==> config.mk <==
export PLATFORM = sky130hd
export DESIGN_NAME = antialiased_line_rasterizer
export DESIGN_NICKNAME = d
export VERILOG_FILES = /design/src/rtl/core/alr_pkg.sv /design/src/rtl/core/antialiased_line_rasterizer.sv /design/src/rtl/core/alr_div.sv /design/src/rtl/core/alr_pix.sv
export SDC_FILE = /design/constraint.sdc
export NUM_CORES = 1
export LEC_CHECK = 0
export BUFFER_PORTS_ARGS = -buffer_cell sky130_fd_sc_hd__buf_2
export CAP_MARGIN = 20
export CORE_MARGIN = 2
export CORE_UTILIZATION = 55
export DETAILED_ROUTE_END_ITERATION = 7
export PLACE_DENSITY = 0.77
export SKIP_LAST_GASP = 1
export SYNTH_ARGS = -nofsm -noshare
export SYNTH_HDL_FRONTEND = slang
export SYNTH_SLANG_ARGS = --single-unit
==> constraint.sdc <==
create_clock -name clk -period 11.2 [get_ports clk]
set_input_delay 1.68 -clock clk [delete_from_list [all_inputs] [get_ports clk]]
set_output_delay 1.68 -clock clk [all_outputs]
set_load 0.03 [all_outputs]
==> src/rtl/core/alr_pkg.sv <==
`timescale 1ns / 1ps

package alr_pkg;

  localparam int COORD_BITS_DEF  = 11;
  localparam int FRAC_BITS_DEF   = 16;
  localparam int WEIGHT_BITS_DEF = 8;

  localparam logic OP_LOAD = 1'b0;
  localparam logic OP_STEP = 1'b1;

  typedef enum logic {
    ST_IDLE,
    ST_DIV
  } alr_state_t;

endpackage

==> src/rtl/core/antialiased_line_rasterizer.sv <==
`timescale 1ns / 1ps

// The result of a step transfer is registered on the next edge.
// A load of a sloped line first starts the gradient divider, which then retires one
// quotient bit per cycle; axis-aligned loads do not use the divider.
// The input side is not ready while the divider runs or while a result waits.
// Reset is synchronous and active low; it clears the line state and the output valid.
module antialiased_line_rasterizer #(
  parameter int COORD_BITS  = alr_pkg::COORD_BITS_DEF,
  parameter int FRAC_BITS   = alr_pkg::FRAC_BITS_DEF,
  parameter int WEIGHT_BITS = alr_pkg::WEIGHT_BITS_DEF
) (
  input  logic clk,
  input  logic rst_n,
  input  logic in_tvalid,
  output logic in_tready,
  // x_start, y_start, x_end, y_end from the lowest bit up.
  input  logic [((4*COORD_BITS+7)/8)*8-1:0] in_tdata,
  // operation.
  input  logic in_tuser,
  output logic out_tvalid,
  input  logic out_tready,
  // first_x, first_y, first_weight, second_x, second_y, second_weight from the lowest bit up.
  output logic [((4*(COORD_BITS+1)+2*WEIGHT_BITS+7)/8)*8-1:0] out_tdata,
  // second_valid.
  output logic out_tuser,
  // last_pixel.
  output logic out_tlast
);

  import alr_pkg::*;

  localparam int C      = COORD_BITS;
  localparam int ACC_W  = COORD_BITS + FRAC_BITS + 1;
  localparam int GRAD_W = FRAC_BITS + 2;
  localparam int OUT_USED = 4 * (COORD_BITS + 1) + 2 * WEIGHT_BITS;

  alr_state_t state_r, state_nxt;

  logic                    active_r, active_nxt;
  logic                    steep_r, steep_nxt;
  logic                    axis_r, axis_nxt;
  logic signed [C-1:0]     pos_r, pos_nxt;
  logic signed [C-1:0]     lim_r, lim_nxt;
  logic signed [ACC_W-1:0] acc_r, acc_nxt;
  logic signed [GRAD_W-1:0] grad_r, grad_nxt;

  logic                    out_valid_r, out_valid_nxt;
  logic [OUT_USED-1:0]     out_data_r, out_data_nxt;
  logic                    out_sv_r, out_sv_nxt;
  logic                    out_last_r, out_last_nxt;

  logic in_xfer, load_xfer, step_xfer, div_start, div_done;
  logic signed [GRAD_W-1:0] div_quo;

  logic signed [C-1:0] x0, y0, x1, y1;
  logic signed [C:0]   dx, dy, adx, ady;
  logic                ld_axis, ld_steep, ld_swap;
  logic signed [C-1:0] a0, a1, b0, b1;
  logic signed [C-1:0] ld_pos, ld_lim, ld_bs;
  logic signed [C:0]   db;
  logic [C-1:0]        ld_dmaj, ld_dmin;
  logic                ld_neg;

  logic signed [C:0]        p_fx, p_fy, p_sx, p_sy;
  logic [WEIGHT_BITS-1:0]   p_fw, p_sw;
  logic                     p_last;

  assign in_xfer   = in_tvalid & in_tready;
  assign load_xfer = in_xfer & (in_tuser == OP_LOAD);
  assign step_xfer = in_xfer & (in_tuser == OP_STEP);

  // Line setup from the endpoints.
  always_comb begin
    x0  = in_tdata[C-1:0];
    y0  = in_tdata[2*C-1:C];
    x1  = in_tdata[3*C-1:2*C];
    y1  = in_tdata[4*C-1:3*C];
    dx  = {x1[C-1], x1} - {x0[C-1], x0};
    dy  = {y1[C-1], y1} - {y0[C-1], y0};
    adx = dx[C] ? -dx : dx;
    ady = dy[C] ? -dy : dy;
    ld_axis  = (dx == '0) || (dy == '0);
    ld_steep = ld_axis ? (dy != '0) : (ady > adx);
    if (ld_steep) begin
      a0 = y0; a1 = y1; b0 = x0; b1 = x1;
      db = dx;
      ld_dmaj = ady[C-1:0];
      ld_dmin = adx[C-1:0];
    end else begin
      a0 = x0; a1 = x1; b0 = y0; b1 = y1;
      db = dy;
      ld_dmaj = adx[C-1:0];
      ld_dmin = ady[C-1:0];
    end
    ld_swap = a0 > a1;
    ld_pos  = ld_swap ? a1 : a0;
    ld_lim  = ld_swap ? a0 : a1;
    ld_bs   = ld_swap ? b1 : b0;
    ld_neg  = db[C] ^ ld_swap;
  end

  alr_div #(
    .COORD_BITS (COORD_BITS),
    .FRAC_BITS  (FRAC_BITS)
  ) u_div (
    .clk      (clk),
    .rst_n    (rst_n),
    .start    (div_start),
    .num_mag  (ld_dmin),
    .den      (ld_dmaj),
    .neg      (ld_neg),
    .done     (div_done),
    .quotient (div_quo)
  );

  alr_pix #(
    .COORD_BITS  (COORD_BITS),
    .FRAC_BITS   (FRAC_BITS),
    .WEIGHT_BITS (WEIGHT_BITS)
  ) u_pix (
    .major_pos     (pos_r),
    .major_lim     (lim_r),
    .minor_acc     (acc_r),
    .steep         (steep_r),
    .axis_aligned  (axis_r),
    .first_x       (p_fx),
    .first_y       (p_fy),
    .first_weight  (p_fw),
    .second_x      (p_sx),
    .second_y      (p_sy),
    .second_weight (p_sw),
    .last_pixel    (p_last)
  );

  always_comb begin
    state_nxt = state_r;
    case (state_r)
      ST_IDLE: begin
        if (load_xfer && !ld_axis) begin
          state_nxt = ST_DIV;
        end
      end
      ST_DIV: begin
        if (div_done) begin
          state_nxt = ST_IDLE;
        end
      end
      default: state_nxt = ST_IDLE;
    endcase
  end

  always_comb begin
    in_tready = 1'b0;
    div_start = 1'b0;
    case (state_r)
      ST_IDLE: begin
        in_tready = !out_valid_r || out_tready;
        div_start = load_xfer && !ld_axis;
      end
      ST_DIV: begin
        in_tready = 1'b0;
      end
      default: in_tready = 1'b0;
    endcase
  end

  always_comb begin
    active_nxt    = active_r;
    steep_nxt     = steep_r;
    axis_nxt      = axis_r;
    pos_nxt       = pos_r;
    lim_nxt       = lim_r;
    acc_nxt       = acc_r;
    grad_nxt      = grad_r;
    out_valid_nxt = out_valid_r & ~out_tready;
    out_data_nxt  = out_data_r;
    out_sv_nxt    = out_sv_r;
    out_last_nxt  = out_last_r;
    if (state_r == ST_DIV && div_done) begin
      grad_nxt = div_quo;
    end
    if (load_xfer) begin
      steep_nxt  = ld_steep;
      axis_nxt   = ld_axis;
      pos_nxt    = ld_pos;
      lim_nxt    = ld_lim;
      acc_nxt    = {ld_bs[C-1], ld_bs, {FRAC_BITS{1'b0}}};
      grad_nxt   = '0;
      active_nxt = (ld_pos != ld_lim);
    end else if (step_xfer && active_r) begin
      out_valid_nxt = 1'b1;
      out_data_nxt  = {p_sw, p_sy, p_sx, p_fw, p_fy, p_fx};
      out_sv_nxt    = ~axis_r;
      out_last_nxt  = p_last;
      pos_nxt       = pos_r + C'(1);
      acc_nxt       = acc_r + {{(ACC_W-GRAD_W){grad_r[GRAD_W-1]}}, grad_r};
      if (p_last) begin
        active_nxt = 1'b0;
      end
    end
  end

  always_ff @(posedge clk) begin
    if (!rst_n) begin
      state_r     <= ST_IDLE;
      active_r    <= 1'b0;
      steep_r     <= 1'b0;
      axis_r      <= 1'b0;
      pos_r       <= '0;
      lim_r       <= '0;
      acc_r       <= '0;
      grad_r      <= '0;
      out_valid_r <= 1'b0;
    end else begin
      state_r     <= state_nxt;
      active_r    <= active_nxt;
      steep_r     <= steep_nxt;
      axis_r      <= axis_nxt;
      pos_r       <= pos_nxt;
      lim_r       <= lim_nxt;
      acc_r       <= acc_nxt;
      grad_r      <= grad_nxt;
      out_valid_r <= out_valid_nxt;
    end
    out_data_r <= out_data_nxt;
    out_sv_r   <= out_sv_nxt;
    out_last_r <= out_last_nxt;
  end

  always_comb begin
    out_tdata                 = '0;
    out_tdata[OUT_USED-1:0]   = out_data_r;
  end

  assign out_tvalid = out_valid_r;
  assign out_tuser  = out_sv_r;
  assign out_tlast  = out_last_r;

endmodule

==> src/rtl/core/alr_div.sv <==
`timescale 1ns / 1ps

module alr_div #(
  parameter int COORD_BITS = alr_pkg::COORD_BITS_DEF,
  parameter int FRAC_BITS  = alr_pkg::FRAC_BITS_DEF
) (
  input  logic                        clk,
  input  logic                        rst_n,
  input  logic                        start,
  input  logic [COORD_BITS-1:0]       num_mag,
  input  logic [COORD_BITS-1:0]       den,
  input  logic                        neg,
  output logic                        done,
  output logic signed [FRAC_BITS+1:0] quotient
);

  localparam int CNT_W = $clog2(FRAC_BITS + 1);

  logic                  busy_r, busy_nxt;
  logic                  done_r, done_nxt;
  logic [CNT_W-1:0]      cnt_r, cnt_nxt;
  logic [COORD_BITS:0]   rem_r, rem_nxt;
  logic [COORD_BITS-1:0] den_r, den_nxt;
  logic                  neg_r, neg_nxt;
  logic [FRAC_BITS:0]    quo_r, quo_nxt;
  logic [COORD_BITS+1:0] diff;
  logic                  fits;
  logic [COORD_BITS:0]   rem_sel;

  // One compare and subtract per cycle, one quotient bit at a time.
  always_comb begin
    diff    = {1'b0, rem_r} - {2'b00, den_r};
    fits    = ~diff[COORD_BITS+1];
    rem_sel = fits ? diff[COORD_BITS:0] : rem_r;
  end

  always_comb begin
    busy_nxt = busy_r;
    done_nxt = 1'b0;
    cnt_nxt  = cnt_r;
    rem_nxt  = rem_r;
    den_nxt  = den_r;
    neg_nxt  = neg_r;
    quo_nxt  = quo_r;
    if (start) begin
      busy_nxt = 1'b1;
      cnt_nxt  = CNT_W'(FRAC_BITS);
      rem_nxt  = {1'b0, num_mag};
      den_nxt  = den;
      neg_nxt  = neg;
      quo_nxt  = '0;
    end else if (busy_r) begin
      quo_nxt = {quo_r[FRAC_BITS-1:0], fits};
      rem_nxt = {rem_sel[COORD_BITS-1:0], 1'b0};
      if (cnt_r == '0) begin
        busy_nxt = 1'b0;
        done_nxt = 1'b1;
      end else begin
        cnt_nxt = cnt_r - 1'b1;
      end
    end
  end

  always_ff @(posedge clk) begin
    if (!rst_n) begin
      busy_r <= 1'b0;
      done_r <= 1'b0;
      cnt_r  <= '0;
    end else begin
      busy_r <= busy_nxt;
      done_r <= done_nxt;
      cnt_r  <= cnt_nxt;
    end
    rem_r <= rem_nxt;
    den_r <= den_nxt;
    neg_r <= neg_nxt;
    quo_r <= quo_nxt;
  end

  assign done     = done_r;
  assign quotient = neg_r ? -$signed({1'b0, quo_r}) : $signed({1'b0, quo_r});

endmodule

==> src/rtl/core/alr_pix.sv <==
`timescale 1ns / 1ps

module alr_pix #(
  parameter int COORD_BITS  = alr_pkg::COORD_BITS_DEF,
  parameter int FRAC_BITS   = alr_pkg::FRAC_BITS_DEF,
  parameter int WEIGHT_BITS = alr_pkg::WEIGHT_BITS_DEF
) (
  input  logic signed [COORD_BITS-1:0]           major_pos,
  input  logic signed [COORD_BITS-1:0]           major_lim,
  input  logic signed [COORD_BITS+FRAC_BITS:0]   minor_acc,
  input  logic                                   steep,
  input  logic                                   axis_aligned,
  output logic signed [COORD_BITS:0]             first_x,
  output logic signed [COORD_BITS:0]             first_y,
  output logic        [WEIGHT_BITS-1:0]          first_weight,
  output logic signed [COORD_BITS:0]             second_x,
  output logic signed [COORD_BITS:0]             second_y,
  output logic        [WEIGHT_BITS-1:0]          second_weight,
  output logic                                   last_pixel
);

  localparam logic [WEIGHT_BITS-1:0] WMAX = '1;
  localparam int PW = FRAC_BITS + WEIGHT_BITS;

  logic signed [COORD_BITS:0] minor_int;
  logic signed [COORD_BITS:0] minor_p1;
  logic signed [COORD_BITS:0] pos_ext;
  logic signed [COORD_BITS:0] lim_ext;
  logic [FRAC_BITS-1:0]       frac;
  logic [PW-1:0]              scaled;
  logic [PW-1:0]              rounded;
  logic [WEIGHT_BITS-1:0]     w2;

  always_comb begin
    minor_int = minor_acc[COORD_BITS+FRAC_BITS:FRAC_BITS];
    minor_p1  = minor_int + (COORD_BITS+1)'(1);
    pos_ext   = {major_pos[COORD_BITS-1], major_pos};
    lim_ext   = {major_lim[COORD_BITS-1], major_lim};
    frac      = minor_acc[FRAC_BITS-1:0];
    // Multiply by full scale as a shift and subtract, then round.
    scaled    = {frac, {WEIGHT_BITS{1'b0}}} - {{WEIGHT_BITS{1'b0}}, frac};
    rounded   = scaled + (PW'(1) << (FRAC_BITS - 1));
    w2        = rounded[PW-1:FRAC_BITS];

    if (axis_aligned) begin
      first_weight  = WMAX;
      second_weight = '0;
    end else begin
      first_weight  = WMAX - w2;
      second_weight = w2;
    end

    if (steep) begin
      first_x  = minor_int;
      first_y  = pos_ext;
      second_x = minor_p1;
      second_y = pos_ext;
    end else begin
      first_x  = pos_ext;
      first_y  = minor_int;
      second_x = pos_ext;
      second_y = minor_p1;
    end
    if (axis_aligned) begin
      second_x = '0;
      second_y = '0;
    end

    last_pixel = ((pos_ext + (COORD_BITS+1)'(1)) == lim_ext);
  end

endmodule
==> reports/qor.txt <==
Status: finished, final reports clean
EDFF count, synth: 89
First-pass GRT wire length: 53.5 mm
Final setup fails: 0
Hold_buf cts: 0
Max frequency: 104 MHz
M1 GR Usage: 0.320
Worst endpoint data arrival time: 9900 ps
Area leader, netlist: edfxtp_1
Cell Pwr Density: 214 nW/um^2
Pins Over Slew Limit: 0
Crit path max-delay cell type: a2111oi_0
Reg2reg setup slack: 7450 ps
Relative slew margins: 0.288
Fraction of registers with async set/reset: 0
Chip Height: 162 microns
CP Class: in2reg
Total CTS buffers: 17
H-tree Lvls: 4
All-Layer GR Usage: 0.250
Hold_ws: 457 ps
Yosys reg bits: 187
Crit-path max FO: 27
WHS Path Cells: 2
Worst Hold Class: reg2reg
Worst setup EP type: register
Setup Buffers After CTS: 0
P_leak: 6.26 nW
Nets@finish: 1834
Worst path depth: 34
Antenna violations before repair: 3
RSZ-0062 raised after global routing: false
Worst hold start: grad_r[14]
Post-detail-place hpwl: 25.4 mm
Num Clock Sinks: 187
Crit path max-delay family: compound AO/OA/AOI/OAI gates
Via-to-Cell Ratio: 5.96
IO buf count: 116
Die Span X: 162 microns
Crit path from: in_tdata[33]
Worst-margin pin slew: 1050 ps
Synth area leaders: edfxtp_1 (19%), dfxtp_1 (14%), ha_1 (9.9%), a21oi_1 (4.6%), nor2_1 (4.0%)
Warnings, synthesis: 0
Drt wl/cell: 16.4 microns
Initial Utilization: 0.555
Die area: 26400 sq um
Number of gates resized after CTS: 0
Total number of vias: 12000
Cell variety after synth: 91
Crit path to: acc_r[26]
Final wirelength: 33.1 mm
Syn_area_per_cell: 8.69 sq um
Worst vdd ir: 0.160 mV
Num ports: 121
R2R cell count: 14
Busiest metal layer after global routing: met2
Syn Std Cell Area: 13800 sq um
Fill cell count: 2137
Seq/Total Area, Yosys: 0.335
Gp weighted congestion: 0.962
DRC viols: 0
GR Util met3: 0.0374
Final setup TNS: 0 ps
Vias in the first global route: 11100
Post-synth top area share: 0.193
Core ar.: 24900 sq um
Largest net degree at the start of global routing: 81
Startpoint Class: primary input
Rows: 58
Area added between synthesis and finish: 10.2%
Clk buf depth: 2
Ratio of cells with drive above 1 in the final layout: 0.131
CTS clk-pin slew, worst paths: 70 ps
Syn nets: 1756
Root Driver: clkbuf_16
Worst Skew: 13.0 ps
FF-to-FF Start: acc_r[0]
Met2 global-route usage: 0.434
First drt pass iteration count: 6
Critical path buffers and inverters: 5
Max Cap Viol: 0
Gr ovfl total: 0
DRT iter0 DRCs: 903
Gate Count Post-Synth: 1590
Clk_lat worst skew: 440 ps
WP data required: 11520 ps
Hold Vio Cnt, Final: 0
Antenna Nets Post-Route: 0
Most Frequent Cell on Critical Path: inv_1
Critical Path Max Stage Delay: 630 ps
Min Tclk post-route: 9580 ps
R2r endpoint: acc_r[26]
CTS tree: done
Tcrit/Tclk final: 0.856
Main synth FF type: dfxtp_1
cell type report:
| class | instances | area (sq um) | share of cell area |
|---|---|---|---|
| clock inverter | 15 | 149 | 0.00978 |
| tap | 330 | 413 | 0.0271 |
| inverter | 116 | 437 | 0.0287 |
| sequential | 187 | 4640 | 0.304 |
| timing repair buffer | 131 | 733 | 0.0481 |
| antenna | 2 | 5.00 | 0.000329 |
| clock buffer | 17 | 425 | 0.0279 |
| multi-input combinational | 1215 | 8430 | 0.554 |
cell usage after synthesis, drive strengths merged (13+ instances only):
library cell	number
nor2b	17
clkbuf	53
ha	109
buf	19
nor3	30
o211ai	27
inv	115
and2	14
nand4	13
xor2	38
a21oi	127
nand2	126
and3	19
a211oi	35
dfxtp	98
o21ai	108
nand2b	14
a21o	24
xnor2	63
mux2	22
o21a	23
mux2i	35
nor2	147
nand3	53
edfxtp	89
tightest hold or removal path, cell delays in order (launching register included):
cell and delay (ps):
dfxtp_1 320, nand2_1 50, a21oi_1 50
logic make-up after synthesis:
family	synth area share
AOI/OAI and AO/OA	0.212
and+or+nand+nor	0.168
DFF	0.335
adders and majority gates	0.107
muxes	0.0596
buffers and inverters	0.0548
xor gates and xnor gates	0.0640
flip-flops by register name (all words and copies together) (netlist names), 5 cells and up:
name,cells
u_div.den_r,11
out_tdata,64
u_div.cnt_r,5
u_div.quo_r,17
lim_r,11
acc_r,28
pos_r,11
u_div.rem_r,12
grad_r,18
cells in the final DEF, fill, tap and decap left out, drive strengths merged, types with 9 or more instances in the layout:
cell / synthesis / layout
nor2: 147 / 147
buf: 19 / 131
a21oi: 127 / 127
nand2: 126 / 126
inv: 115 / 123
ha: 109 / 109
o21ai: 108 / 108
dfxtp: 98 / 98
edfxtp: 89 / 89
xnor2: 63 / 63
nand3: 53 / 53
xor2: 38 / 38
mux2i: 35 / 35
a211oi: 35 / 35
nor3: 30 / 30
o211ai: 27 / 27
a21o: 24 / 24
o21a: 23 / 23
mux2: 22 / 22
and3: 19 / 19
nor2b: 17 / 17
clkbuf: 53 / 17
nand2b: 14 / 14
and2: 14 / 14
nand4: 13 / 13
o2bb2ai: 11 / 11
o31ai: 11 / 11
a31oi: 10 / 10
mux4: 10 / 10
or3: 9 / 9
per-layer routing:
layer / share of wire / routed length [microns]
met1: 0.44 / 14400
met3: 0.062 / 2050
met5: 0.00024 / 8
met4: 0.023 / 746
met2: 0.48 / 15800
worst min-delay path by stage:
stage	endpoint	slack, ps
after CTS	grad_r[14]	460
after global routing	grad_r[14]	490
after detailed placement	grad_r[14]	450
after global placement	grad_r[14]	450
after floorplan	grad_r[12]	440
final	grad_r[14]	460
where the power goes:
group | leakage [nW] | switching (mW) | total, mW | internal, mW
sequential | 1.57 | 0.105 | 0.942 | 0.837
clock | 0.284 | 0.289 | 0.586 | 0.297
combinational | 4.40 | 1.05 | 1.74 | 0.690
total | 6.26 | 1.44 | 3.26 | 1.82
metrics by stage:
| stage | std cells | worst slack (ps) | instance area (sq um) | power, mW | util |
|---|---|---|---|---|---|
| 2_1_floorplan | 1590 | 2870 | 13800 | 2.33 | - |
| 3_3_place_gp | 1977 | 1460 | 14600 | 2.60 | 0.586 |
| 3_5_place_dp | 1977 | 1360 | 14600 | 2.66 | 0.586 |
| 4_1_cts | 2009 | 1810 | 15200 | 3.25 | 0.609 |
| 5_1_grt | 2011 | 1150 | 15200 | 3.49 | 0.612 |
| 6_report | 2013 | 1620 | 15200 | 3.26 | 0.612 |
Power figures use the tool's default switching activity.
